### src/dst_pkg.sv
// Shared types and constants for the duration statistics table.
package dst_pkg;

  localparam int unsigned DataW    = 32;
  localparam int unsigned SlotW    = 4;
  localparam int unsigned CfgW     = 5;
  localparam int unsigned NumSlots = 16;

  typedef enum logic [2:0] {
    ReqStart    = 3'd0,
    ReqEnd      = 3'd1,
    ReqRecord   = 3'd2,
    ReqResetOne = 3'd3,
    ReqResetAll = 3'd4,
    ReqQuery    = 3'd5,
    ReqRsvd6    = 3'd6,
    ReqRsvd7    = 3'd7
  } req_e;

  // Classified item passed from the front to the back.
  typedef struct packed {
    req_e             req;
    logic             ok;
    logic [CfgW-1:0]  lim;
    logic [SlotW-1:0] slot;
    logic [DataW-1:0] dur;
    logic [DataW-1:0] now;
  } cmd_t;

  typedef struct packed {
    logic             slot_valid;
    logic [DataW-1:0] duration_out;
    logic [DataW-1:0] hit_count;
    logic [DataW-1:0] average;
    logic [DataW-1:0] min_duration;
    logic [DataW-1:0] max_duration;
    logic [DataW-1:0] total_duration;
  } res_t;

  typedef enum logic [2:0] {
    StIdle,
    StRead,
    StClear,
    StDiv,
    StOut
  } st_e;

endpackage

### src/dst_front.sv
// Front end: accepts requests, checks the slot and queues classified commands.
module dst_front import dst_pkg::*; (
  input  logic             clk_i,
  input  logic             rst_ni,
  input  logic             push_i,
  output logic             full_o,
  input  logic [2:0]       req_type_i,
  input  logic [SlotW-1:0] slot_i,
  input  logic [DataW-1:0] duration_in_i,
  input  logic [DataW-1:0] now_ms_i,
  input  logic [CfgW-1:0]  slots_in_use_i,
  output logic             cmd_valid_o,
  input  logic             cmd_take_i,
  output cmd_t             cmd_o
);

  localparam logic [8:0] NumSlotsW = 9'(NumSlots);

  cmd_t       buf_q [2];
  logic [1:0] cnt_q, cnt_d;
  logic       wr_q, rd_q;
  logic [8:0] lim9;
  logic [CfgW-1:0] lim;
  cmd_t       cmd_in;
  logic       do_push, do_pop;

  assign lim9 = (9'(slots_in_use_i) < NumSlotsW) ? 9'(slots_in_use_i) : NumSlotsW;
  assign lim  = (lim9 > 9'(16)) ? CfgW'(16) : lim9[CfgW-1:0];

  always_comb begin
    cmd_in      = '0;
    cmd_in.req  = req_e'(req_type_i);
    cmd_in.slot = slot_i;
    cmd_in.lim  = lim;
    cmd_in.ok   = {1'b0, slot_i} < lim;
    cmd_in.dur  = duration_in_i;
    cmd_in.now  = now_ms_i;
  end

  assign full_o      = cnt_q == 2'd2;
  assign do_push     = push_i && !full_o;
  assign cmd_valid_o = cnt_q != 2'd0;
  assign do_pop      = cmd_valid_o && cmd_take_i;
  assign cmd_o       = buf_q[rd_q];

  always_comb begin
    cnt_d = cnt_q;
    if (do_push && !do_pop) begin
      cnt_d = cnt_q + 2'd1;
    end else if (do_pop && !do_push) begin
      cnt_d = cnt_q - 2'd1;
    end
  end

  always_ff @(posedge clk_i or negedge rst_ni) begin
    if (!rst_ni) begin
      cnt_q <= '0;
      wr_q  <= 1'b0;
      rd_q  <= 1'b0;
    end else begin
      cnt_q <= cnt_d;
      if (do_push) wr_q <= ~wr_q;
      if (do_pop)  rd_q <= ~rd_q;
    end
  end

  always_ff @(posedge clk_i) begin
    if (do_push) buf_q[wr_q] <= cmd_in;
  end

endmodule

### config.mk
export PLATFORM = sky130hd
export DESIGN_NAME = dst_front
export DESIGN_NICKNAME = d
export VERILOG_FILES = /design/src/dst_pkg.sv /design/src/dst_front.sv
export SDC_FILE = /design/constraint.sdc
export NUM_CORES = 1
export LEC_CHECK = 0
export ABC_AREA = 1
export BUFFER_PORTS_ARGS = -buffer_cell sky130_fd_sc_hd__buf_2
export CORE_ASPECT_RATIO = 0.75
export CORE_MARGIN = 8
export CORE_UTILIZATION = 47
export CTS_CLUSTER_SIZE = 8
export DETAILED_ROUTE_END_ITERATION = 10
export PLACE_DENSITY = 0.84
export SYNTH_ARGS = -nofsm -noshare
export SYNTH_HDL_FRONTEND = slang
export SYNTH_SLANG_ARGS = --single-unit
### constraint.sdc
create_clock -name clk_i -period 3.9 [get_ports clk_i]
set_clock_uncertainty 0.05 [all_clocks]
set_input_delay 0.78 -clock clk_i [delete_from_list [all_inputs] [get_ports clk_i]]
set_output_delay 0.78 -clock clk_i [all_outputs]
set_load 0.05 [all_outputs]
## After elaboration in Yosys (flattened, before gate mapping)

Memory sizes are Yosys's and may differ from the RTL's.
Cells that the tools add are included.

| cells by class | value |
|---|---|
| add/sub/neg operators | 2 |
| magnitude comparators | 3 |
| eq/ne operators | 1 |
| mux-type cells | 6 |
| bitwise logic cells | 2 |
| reduce and logical (&&, ||, !) cells | 9 |

Operators by type and width:

| operator | number |
|---|---|
| 5-bit 2-to-1 mux | 2 |
| 5-bit greater-than comparator, second input constant | 1 |
| 4-bit by 5-bit less-than comparator with 1-bit output | 1 |
| 5-bit less-than comparator, second input constant | 1 |
| 1-bit logical AND | 4 |
| 2-bit 2-to-1 mux | 2 |
| 2-bit nonzero test | 2 |
| 1-bit logical NOT | 3 |
| 2-bit by 1-bit adder with 2-bit output, second input constant | 1 |
| 2-bit equality test, second input constant | 1 |
| 1-bit 2-to-1 mux | 2 |
| 1-bit NOT | 2 |
| 2-bit by 1-bit subtractor with 2-bit output, second input constant | 1 |

| word-level totals | value |
|---|---|
| register bits | 4 |
| memory bits (writable) | 154 |
| output and inout bits | 79 |
| logic and storage cells | 27 |
| memories kept | 1 |

Memory list:

| name | depth | width | rd ports | clocked after Yosys merged registers in | wr ports | RTL line | RTL |
|---|---|---|---|---|---|---|---|
| buf_q | 2 | 77 | 1 | 0 | 1 | dst_front.sv:19 | `cmd_t buf_q [2];` |

## Depth between registers and ports, before layout

Gate-level depths: netlist of run 1.

| depth | value |
|---|---|
| depth after elaboration | 7 |
| mapped depth | 9 |
| gate-level depth less buffers | 9 |

## Worst setup path after synthesis of run 1

OpenSTA, ideal clock, no wires.

| timing | value |
|---|---|
| path type | input port to flip-flop |
| start | input push_i |
| end | memory buf_q[1][0] in the netlist's numbering, enable pin |
| library setup time | 0.513 ns |
| data arrival time | 4.085 ns |
| slack | -0.748 ns |
| stages on the path | 2 |
| buffers on the path | 0 |
| cells stage by stage | o21ai_1 nor2_1 |

| between the ends | value |
|---|---|
| longest elaborated chain between the ends | 3 |

Ends and longest elaborated chain:

| item | RTL line | RTL |
|---|---|---|
| start: declaration | dst_front.sv:5 | `input logic push_i,` |
| 1-bit logical AND | dst_front.sv:41 | `assign do_push = push_i && !full_o;` |
| 1-bit 2-to-1 mux | dst_front.sv:68 | `if (do_push) buf_q[wr_q] <= cmd_in;` |
| 1-bit 2-to-1 mux (not written as such) | dst_front.sv:68 |  |
| end: declaration | dst_front.sv:19 |  |

Every way passes these cells.

==> run metrics, run 1 <==
reported max-cap violation count=0; Setup crit end kind=primary output; clock latency reported for the late side of the worst-skew pair=410 ps; Synth-to-Final Area Change=24.6%; final-report hold violation count=0; final critical delay including setup and external delays=3200 ps; RSZ-0062 raised after global routing=no; wire length of the first global-routing pass=20000 um; CP Data Arrival Time=2370 ps; net count after synthesis=544; Final Util=0.602; most instantiated flip-flop cell in the synthesis netlist=sky130_fd_sc_hd__edfxtp_1; relative slew slack=0.470; FMAX=313 MHz; Buffers on Ports=158; Clock Root Buffer=sky130_fd_sc_hd__clkbuf_16; commonest cells after routing, fill and taps aside=sky130_fd_sc_hd__nand2_1, sky130_fd_sc_hd__buf_2, sky130_fd_sc_hd__edfxtp_1, sky130_fd_sc_hd__clkbuf_16, sky130_fd_sc_hd__inv_1; sum of routed wire length over all layers=12500 um; TritonCTS clock tree=built; Filler cells=1001; top cell type's share of synthesized area=0.776; Max Fanout on Critical Path=78; number of max-slew violations in the final report=0; worst path buffer plus inverter count=2; DRC marker count from the first detailed-route iteration=228; count of distinct cell types in the synthesized netlist=15; pin count of the biggest net entering global routing=79; startpoint-to-endpoint class of the critical path=reg2out; count of yosys warnings during synthesis=0; die outline area=0.0166 sq mm; post-detailed-route DRC marker count=0; CP Cell Sequence=inv_4 -> nand2_1 -> nand2_1 -> buf_2; global-route total usage across every layer=0.153; slowest stage delay, CP=720 ps; clock tree sinks=158; main area contributors after synthesis=sky130_fd_sc_hd__edfxtp_1, sky130_fd_sc_hd__nand2_1, sky130_fd_sc_hd__dfrtp_1; Worst path top cell family by delay=buffers and inverters; post-CTS setup buffer count=0; Fin Setup TNS=0 ps; cell with the biggest individual delay on the critical path=sky130_fd_sc_hd__inv_4; required time of the critical path=3070 ps; startpoint type of the worst setup path=register; total of flip-flops plus latches after synthesis=158; result of the run=finished, final reports clean; Resized Gates After CTS=0; number of inserted diodes=0; cell occurring most often along the worst timing path=sky130_fd_sc_hd__nand2_1; routed wirelength normalized by instance count=15.6 um; path type of the worst min-delay path=in2async; vias in the first global route=3966; post-synthesis sequential area ratio=0.793; GP Congestion=0.763; worst-case clock buffer depth=2; Period Utilization, post-route=0.820; Post-DRT Antenna Nets=0; IR Drop Worst-Case VDD=0.819 mV; number of buffers added to fix hold violations after cts=0; Placement Rows=35; number of vias per cell=4.75; most common cell after layout, fill and taps aside=sky130_fd_sc_hd__nand2_1; half-perimeter wire length after placement=8510 um; final setup fails=0; number of detailed-routing iterations run before antenna repair=4; leakage power=0.00328 uW; number of flops mapped to enable cells by yosys=154; number of instances in the synthesized netlist=460; register clock-pin slew on the reported worst setup and hold paths=60 ps; post-synth top area cell=sky130_fd_sc_hd__edfxtp_1; total via count after detailed routing=3809; number of buffers added by the clock tree synthesis step=17; slew at the pin with the worst max-slew slack=795 ps; die span in x=146 um; share of flip-flops with an asynchronous set or reset after synthesis=0.0253; post-synthesis area per instance=13.0 sq um; effective utilization at floorplan=0.483; area of the mapped netlist=0.00596 sq mm; antenna violations before repair=1; power per cell area=940 mW/mm^2; fraction of layout cells with a size suffix above 1=0.311; core outline area=0.0123 sq mm; number of nets in the layout=707; die height=114 um; I/O pin cnt=159; number of levels the H-tree was split into=4; gr ovfl total=0
## logic make-up (layout without fill, tap and decap cells)
| group | after synthesis | count (layout) | synth area share |
|---|---|---|---|
| buffers and inverters | 34 | 210 | 0.0309 |
| AO/OA/AOI/OAI | 1 | 1 | 0.000839 |
| XOR/XNOR | 1 | 1 | 0.00147 |
| flip-flops | 158 | 158 | 0.793 |
| AND/OR/NAND/NOR | 262 | 262 | 0.166 |
| adder cells (fa/ha/maj) | 4 | 4 | 0.00840 |
## metal layers
layer | vias up | share of wire | GRT usage
met5 | - | 0.00064 | 0
met4 | 2 | 0.0046 | 0.0390
met3 | 8 | 0.091 | 0.0645
met2 | 134 | 0.49 | 0.251
met1 | 1803 | 0.41 | 0.183
li1 | 1862 | - | -
## per-stage QoR
stage / worst slack, ps / instances / area [sq um] / total power, uW / hold WS [ps]
after detailed placement: 1090 / 770 / 6880 / 5540 / 426
after global routing: 483 / 802 / 7430 / 7330 / 99.4
after global placement: 1140 / 770 / 6880 / 5470 / 403
after floorplan: 543 / 460 / 5960 / 4840 / 392
after CTS: 640 / 802 / 7430 / 7070 / 101
final: 702 / 802 / 7430 / 6980 / 114
## Yosys cell counts, types with 2 or more instances
library cell,number
sky130_fd_sc_hd__nand3_1,2
sky130_fd_sc_hd__inv_1,15
sky130_fd_sc_hd__ha_1,4
sky130_fd_sc_hd__buf_2,10
sky130_fd_sc_hd__nand2_1,253
sky130_fd_sc_hd__edfxtp_1,154
sky130_fd_sc_hd__buf_4,3
sky130_fd_sc_hd__nor2_1,6
sky130_fd_sc_hd__buf_6,4
sky130_fd_sc_hd__dfrtp_1,4
## worst reg2reg max path, stage by stage, from the launching register on
cell and delay (ps):
sky130_fd_sc_hd__dfrtp_1 430, sky130_fd_sc_hd__o21ai_1 330, sky130_fd_sc_hd__inv_1 110, sky130_fd_sc_hd__nand2_1 110, sky130_fd_sc_hd__clkinv_2 480, sky130_fd_sc_hd__buf_4 540
## flip-flops by register name, indices dropped and copies added (netlist names)
register,count
buf_q,154
cnt_q,2
rd_q,1
wr_q,1
## worst paths after layout
path	start	slack (ps)	to	cells after the start
setup / recovery	rd_q	700	cmd_o[56]	4
hold / removal	rst_ni	110	cnt_q[1]	1
setup reg to reg	cnt_q[0]	1510	buf_q[0][5]	5
hold reg to reg	cnt_q[1]	430	cnt_q[1]	2
max in group asynchronous	rst_ni	3550	rd_q	1
min in group clk_i	cnt_q[1]	430	cnt_q[1]	2
## power breakdown
group / total (uW) / internal [uW] / switching, uW
Combinational: 2990 / 555 / 2430
Sequential: 2480 / 2320 / 162
Clock: 1510 / 831 / 684
## area by class of cell
| cell class | instances | area (sq um) | share of cell area |
|---|---|---|---|
| repair buffers | 162 | 821 | 0.110 |
| multi-input cells | 268 | 1060 | 0.143 |
| flip-flops and latches | 158 | 4730 | 0.636 |
| well taps | 166 | 208 | 0.0280 |
| clock inverters | 15 | 125 | 0.0168 |
| inverters | 16 | 63.8 | 0.00859 |
| clock buffers | 17 | 425 | 0.0573 |
Power figures use the tool's default switching activity.
==> inputs of run 2 (changes only) <==
--- a/config.mk
+++ b/config.mk
@@ -5,14 +5,14 @@
 export SDC_FILE = /design/constraint.sdc
 export NUM_CORES = 1
 export LEC_CHECK = 0
-export ABC_AREA = 1
+export ABC_AREA = 0
 export BUFFER_PORTS_ARGS = -buffer_cell sky130_fd_sc_hd__buf_2
 export CORE_ASPECT_RATIO = 0.75
 export CORE_MARGIN = 8
-export CORE_UTILIZATION = 47
+export CORE_UTILIZATION = 52
 export CTS_CLUSTER_SIZE = 8
 export DETAILED_ROUTE_END_ITERATION = 10
-export PLACE_DENSITY = 0.84
+export PLACE_DENSITY = 0.88
 export SYNTH_ARGS = -nofsm -noshare
 export SYNTH_HDL_FRONTEND = slang
 export SYNTH_SLANG_ARGS = --single-unit
==> constraint.sdc (replaced) <==
create_clock -name clk_i -period 3.1 [get_ports clk_i]
set_clock_uncertainty 0.05 [all_clocks]
set_input_delay 0.62 -clock clk_i [delete_from_list [all_inputs] [get_ports clk_i]]
set_output_delay 0.62 -clock clk_i [all_outputs]
set_load 0.05 [all_outputs]
==> run 2 against run 1 <==
Combinational power is 18% higher; die area is 8.7% lower; clock-buffer cell count is 3 higher; worst hold slack better by 230 ps; cell area is 1.7% higher; wire length is 8.0% lower; global-route usage is 0.21 points higher; critical path depth is 1 lower; critical path type unchanged; power is 26% higher; highest routed layer unchanged.
==> run metrics, run 2 <==
pin count of the biggest net entering global routing=43 (was 79); switching power=3490 uW (was 3280 uW); GP Congestion=0.735 (was 0.763); power per cell area=1170 mW/mm^2 (was 940 mW/mm^2); Filler cells=715 (was 1001); count of distinct cell types in the synthesized netlist=20 (was 15); number of detailed-routing iterations run before antenna repair=4 (unchanged); Sw Share=0.397 (was 0.469); total of flip-flops plus latches after synthesis=158 (unchanged); effective utilization at floorplan=0.539 (was 0.483); number of flops mapped to enable cells by yosys=154 (unchanged); relative slew slack=0.614 (was 0.470); final setup fails=0 (unchanged); most instantiated flip-flop cell in the synthesis netlist=sky130_fd_sc_hd__edfxtp_1 (unchanged); most common cell after layout, fill and taps aside=sky130_fd_sc_hd__buf_2 (was sky130_fd_sc_hd__nand2_1); number of inserted diodes=0 (unchanged); final worst setup slack=449 ps (was 702 ps); main area contributors after synthesis=sky130_fd_sc_hd__edfxtp_1, sky130_fd_sc_hd__mux2_2, sky130_fd_sc_hd__mux2_4 (was sky130_fd_sc_hd__edfxtp_1, sky130_fd_sc_hd__nand2_1, sky130_fd_sc_hd__dfrtp_1); CP Data Arrival Time=1980 ps (was 2370 ps); startpoint-to-endpoint class of the critical path=reg2out (unchanged); post-synthesis area per instance=21.5 sq um (was 13.0 sq um); number of buffers added by the clock tree synthesis step=17 (unchanged); I/O pin cnt=159 (unchanged); clock tree sinks=158 (unchanged); standard cell area after detailed placement=0.00691 sq mm (was 0.00688 sq mm); Fin Setup TNS=0 ps (unchanged); vias in the first global route=3497 (was 3966); Clock Power Share=0.248 (was 0.217); final-report hold violation count=0 (unchanged); final critical delay including setup and external delays=2650 ps; Place WS=884 ps (was 1090 ps); post-detailed-route DRC marker count=0 (unchanged); Max Fanout on Critical Path=24 (was 78); wire length of the first global-routing pass=17900 um (was 20000 um); path type of the worst min-delay path=in2reg (was in2async); most common cell in the synthesized netlist=sky130_fd_sc_hd__edfxtp_1 (was sky130_fd_sc_hd__nand2_1); global-route total usage across every layer=0.155 (was 0.153); number of levels the H-tree was split into=4 (unchanged); number of flip-flops in the largest register=154 (unchanged); die height=109 um (was 114 um); fraction of layout cells with a size suffix above 1=0.593 (was 0.311); leakage power=0.00296 uW (was 0.00328 uW); logic gate share of total power=0.400 (was 0.428); Setup crit end kind=primary output (unchanged); net count after synthesis=360 (was 544); Buffers on Ports=158 (unchanged); FMAX=377 MHz; cell with the biggest individual delay on the critical path=sky130_fd_sc_hd__dfrtp_4 (was sky130_fd_sc_hd__inv_4); DRC marker count from the first detailed-route iteration=195 (was 228); startpoint type of the worst setup path=register (unchanged); post-synth top area cell=sky130_fd_sc_hd__edfxtp_1 (unchanged); power share of the sequential group=0.352 (was 0.355); Largest regs=buf_q: 154 flops, cnt_q: 2 flops (unchanged); core outline area=0.0110 sq mm (was 0.0123 sq mm); IR Drop Worst-Case VDD=0.933 mV (was 0.819 mV); worst-case clock buffer depth=2 (unchanged); number of vias per cell=5.10 (was 4.75); Clock Root Buffer=sky130_fd_sc_hd__clkbuf_16 (unchanged); count of yosys warnings during synthesis=0 (unchanged); Placement Rows=33 (was 35); Post-DRT Antenna Nets=0 (unchanged); largest reg by FF count=buf_q (unchanged); overall power consumption=8810 uW (was 6980 uW); commonest cells after routing, fill and taps aside=sky130_fd_sc_hd__buf_2, sky130_fd_sc_hd__edfxtp_1, sky130_fd_sc_hd__mux2_2, sky130_fd_sc_hd__mux2_4, sky130_fd_sc_hd__clkbuf_16 (was sky130_fd_sc_hd__nand2_1, sky130_fd_sc_hd__buf_2, sky130_fd_sc_hd__edfxtp_1, sky130_fd_sc_hd__clkbuf_16, sky130_fd_sc_hd__inv_1); slew at the pin with the worst max-slew slack=579 ps (was 795 ps); post-synthesis sequential area ratio=0.795 (was 0.793); top cell type's share of synthesized area=0.778 (was 0.776); half-perimeter wire length after placement=7910 um (was 8510 um); sum of routed wire length over all layers=11500 um (was 12500 um); commonest cells in the netlist=sky130_fd_sc_hd__edfxtp_1, sky130_fd_sc_hd__mux2_2, sky130_fd_sc_hd__mux2_4 (was sky130_fd_sc_hd__nand2_1, sky130_fd_sc_hd__edfxtp_1, sky130_fd_sc_hd__inv_1); gr ovfl total=0 (unchanged); routed wirelength normalized by instance count=19.1 um (was 15.6 um); area of the mapped netlist=0.00594 sq mm (was 0.00596 sq mm); register clock-pin slew on the reported worst setup and hold paths=60 ps (about the same); total via count after detailed routing=3073 (was 3809); share of flip-flops with an asynchronous set or reset after synthesis=0.0253 (unchanged); antenna violations before repair=1 (unchanged); number of max-slew violations in the final report=0 (unchanged); number of nets in the layout=533 (was 707); die outline area=0.0151 sq mm (was 0.0166 sq mm); number of instances in the synthesized netlist=276 (was 460); Resized Gates After CTS=0 (unchanged); reported max-cap violation count=0 (unchanged); die span in x=139 um (was 146 um); Synth-to-Final Area Change=27.1% (was 24.6%); result of the run=finished, final reports clean (unchanged); Period Utilization, post-route=0.855; CP Cell Sequence=buf_4 -> mux2_2 -> buf_2 (was inv_4 -> nand2_1 -> nand2_1 -> buf_2); RSZ-0062 raised after global routing=no (unchanged); required time of the critical path=2430 ps (was 3070 ps); Final Instance Area=0.00756 sq mm (was 0.00743 sq mm); clock latency reported for the late side of the worst-skew pair=410 ps (about the same); internal power of the cells=5310 uW (was 3700 uW); slowest stage delay, CP=580 ps (was 720 ps); TritonCTS clock tree=built (unchanged)
[run 2: power groups by stage]
stage	registers, uW	clock network (uW)	logic (uW)
after detailed placement	3140	0	3550
after global placement	3110	0	3490
after global routing	3140	2300	3690
after CTS	3110	2220	3570
final	3100	2190	3520
after floorplan	3070	0	2870
[run 2: critical path, delay by kind of cell, from the launching register on]
family   cells  cell delay, ps
flops        1             580
buf+inv      2             580
mux          1             390
[run 2: layout make-up]
class                   instances  area [sq um]  area share
flip-flops and latches        158          4730       0.626
clock buffers                  20           447      0.0591
inverters                       5          18.8     0.00248
multi-input cells             103          1140       0.151
clock inverters                12           185      0.0245
well taps                     140           175      0.0232
repair buffers                164           863       0.114
[run 2: worst paths after layout]
kind                                      to  cells past startpoint  slack [ps]             start
worst min-delay path            buf_q[0][36]                      1         340  duration_in_i[4]
worst min register to register      cnt_q[1]                      1         490          cnt_q[1]
max in group asynchronous               rd_q                      2        2360            rst_ni
min in group asynchronous               rd_q                      2         490            rst_ni
worst max-delay path                cmd_o[2]                      3         450              rd_q
worst max register to register  buf_q[1][73]                      3        1180          cnt_q[0]
[run 2: what timing repair did]
item / CTS / global route
hold endpoints to repair: 4 / 0
buffers inserted: 0 / 0
hold buffers: 1 / 0
[run 2: kinds of logic (layout without fill, tap and decap cells)]
logic type               after synthesis  count (layout)  share of synthesized area
flip-flops                           158             158                      0.795
multiplexers                          77              77                      0.159
AND/OR/NAND/NOR                       15              15                     0.0131
buffers and inverters                 15             201                     0.0156
XOR/XNOR                               5               5                    0.00737
adder cells (fa/ha/maj)                4               4                    0.00842
AO/OA/AOI/OAI                          2               2                    0.00210
[run 2: metrics by stage]
stage / cells / hold slack [ps] / util
6_report: 602 / 342 / 0.685
5_1_grt: 602 / 322 / 0.685
4_1_cts: 602 / 323 / 0.685
3_5_place_dp: 569 / 391 / 0.627
3_3_place_gp: 569 / 384 / 0.627
2_1_floorplan: 276 / 274 / -
[run 2: per-layer routing]
layer,part of all wire,wire length [um],track usage
met1,0.39,4530,0.163
met2,0.50,5780,0.269
met3,0.090,1040,0.0700
met4,0.014,160,0.0640
met5,0.0010,12,0
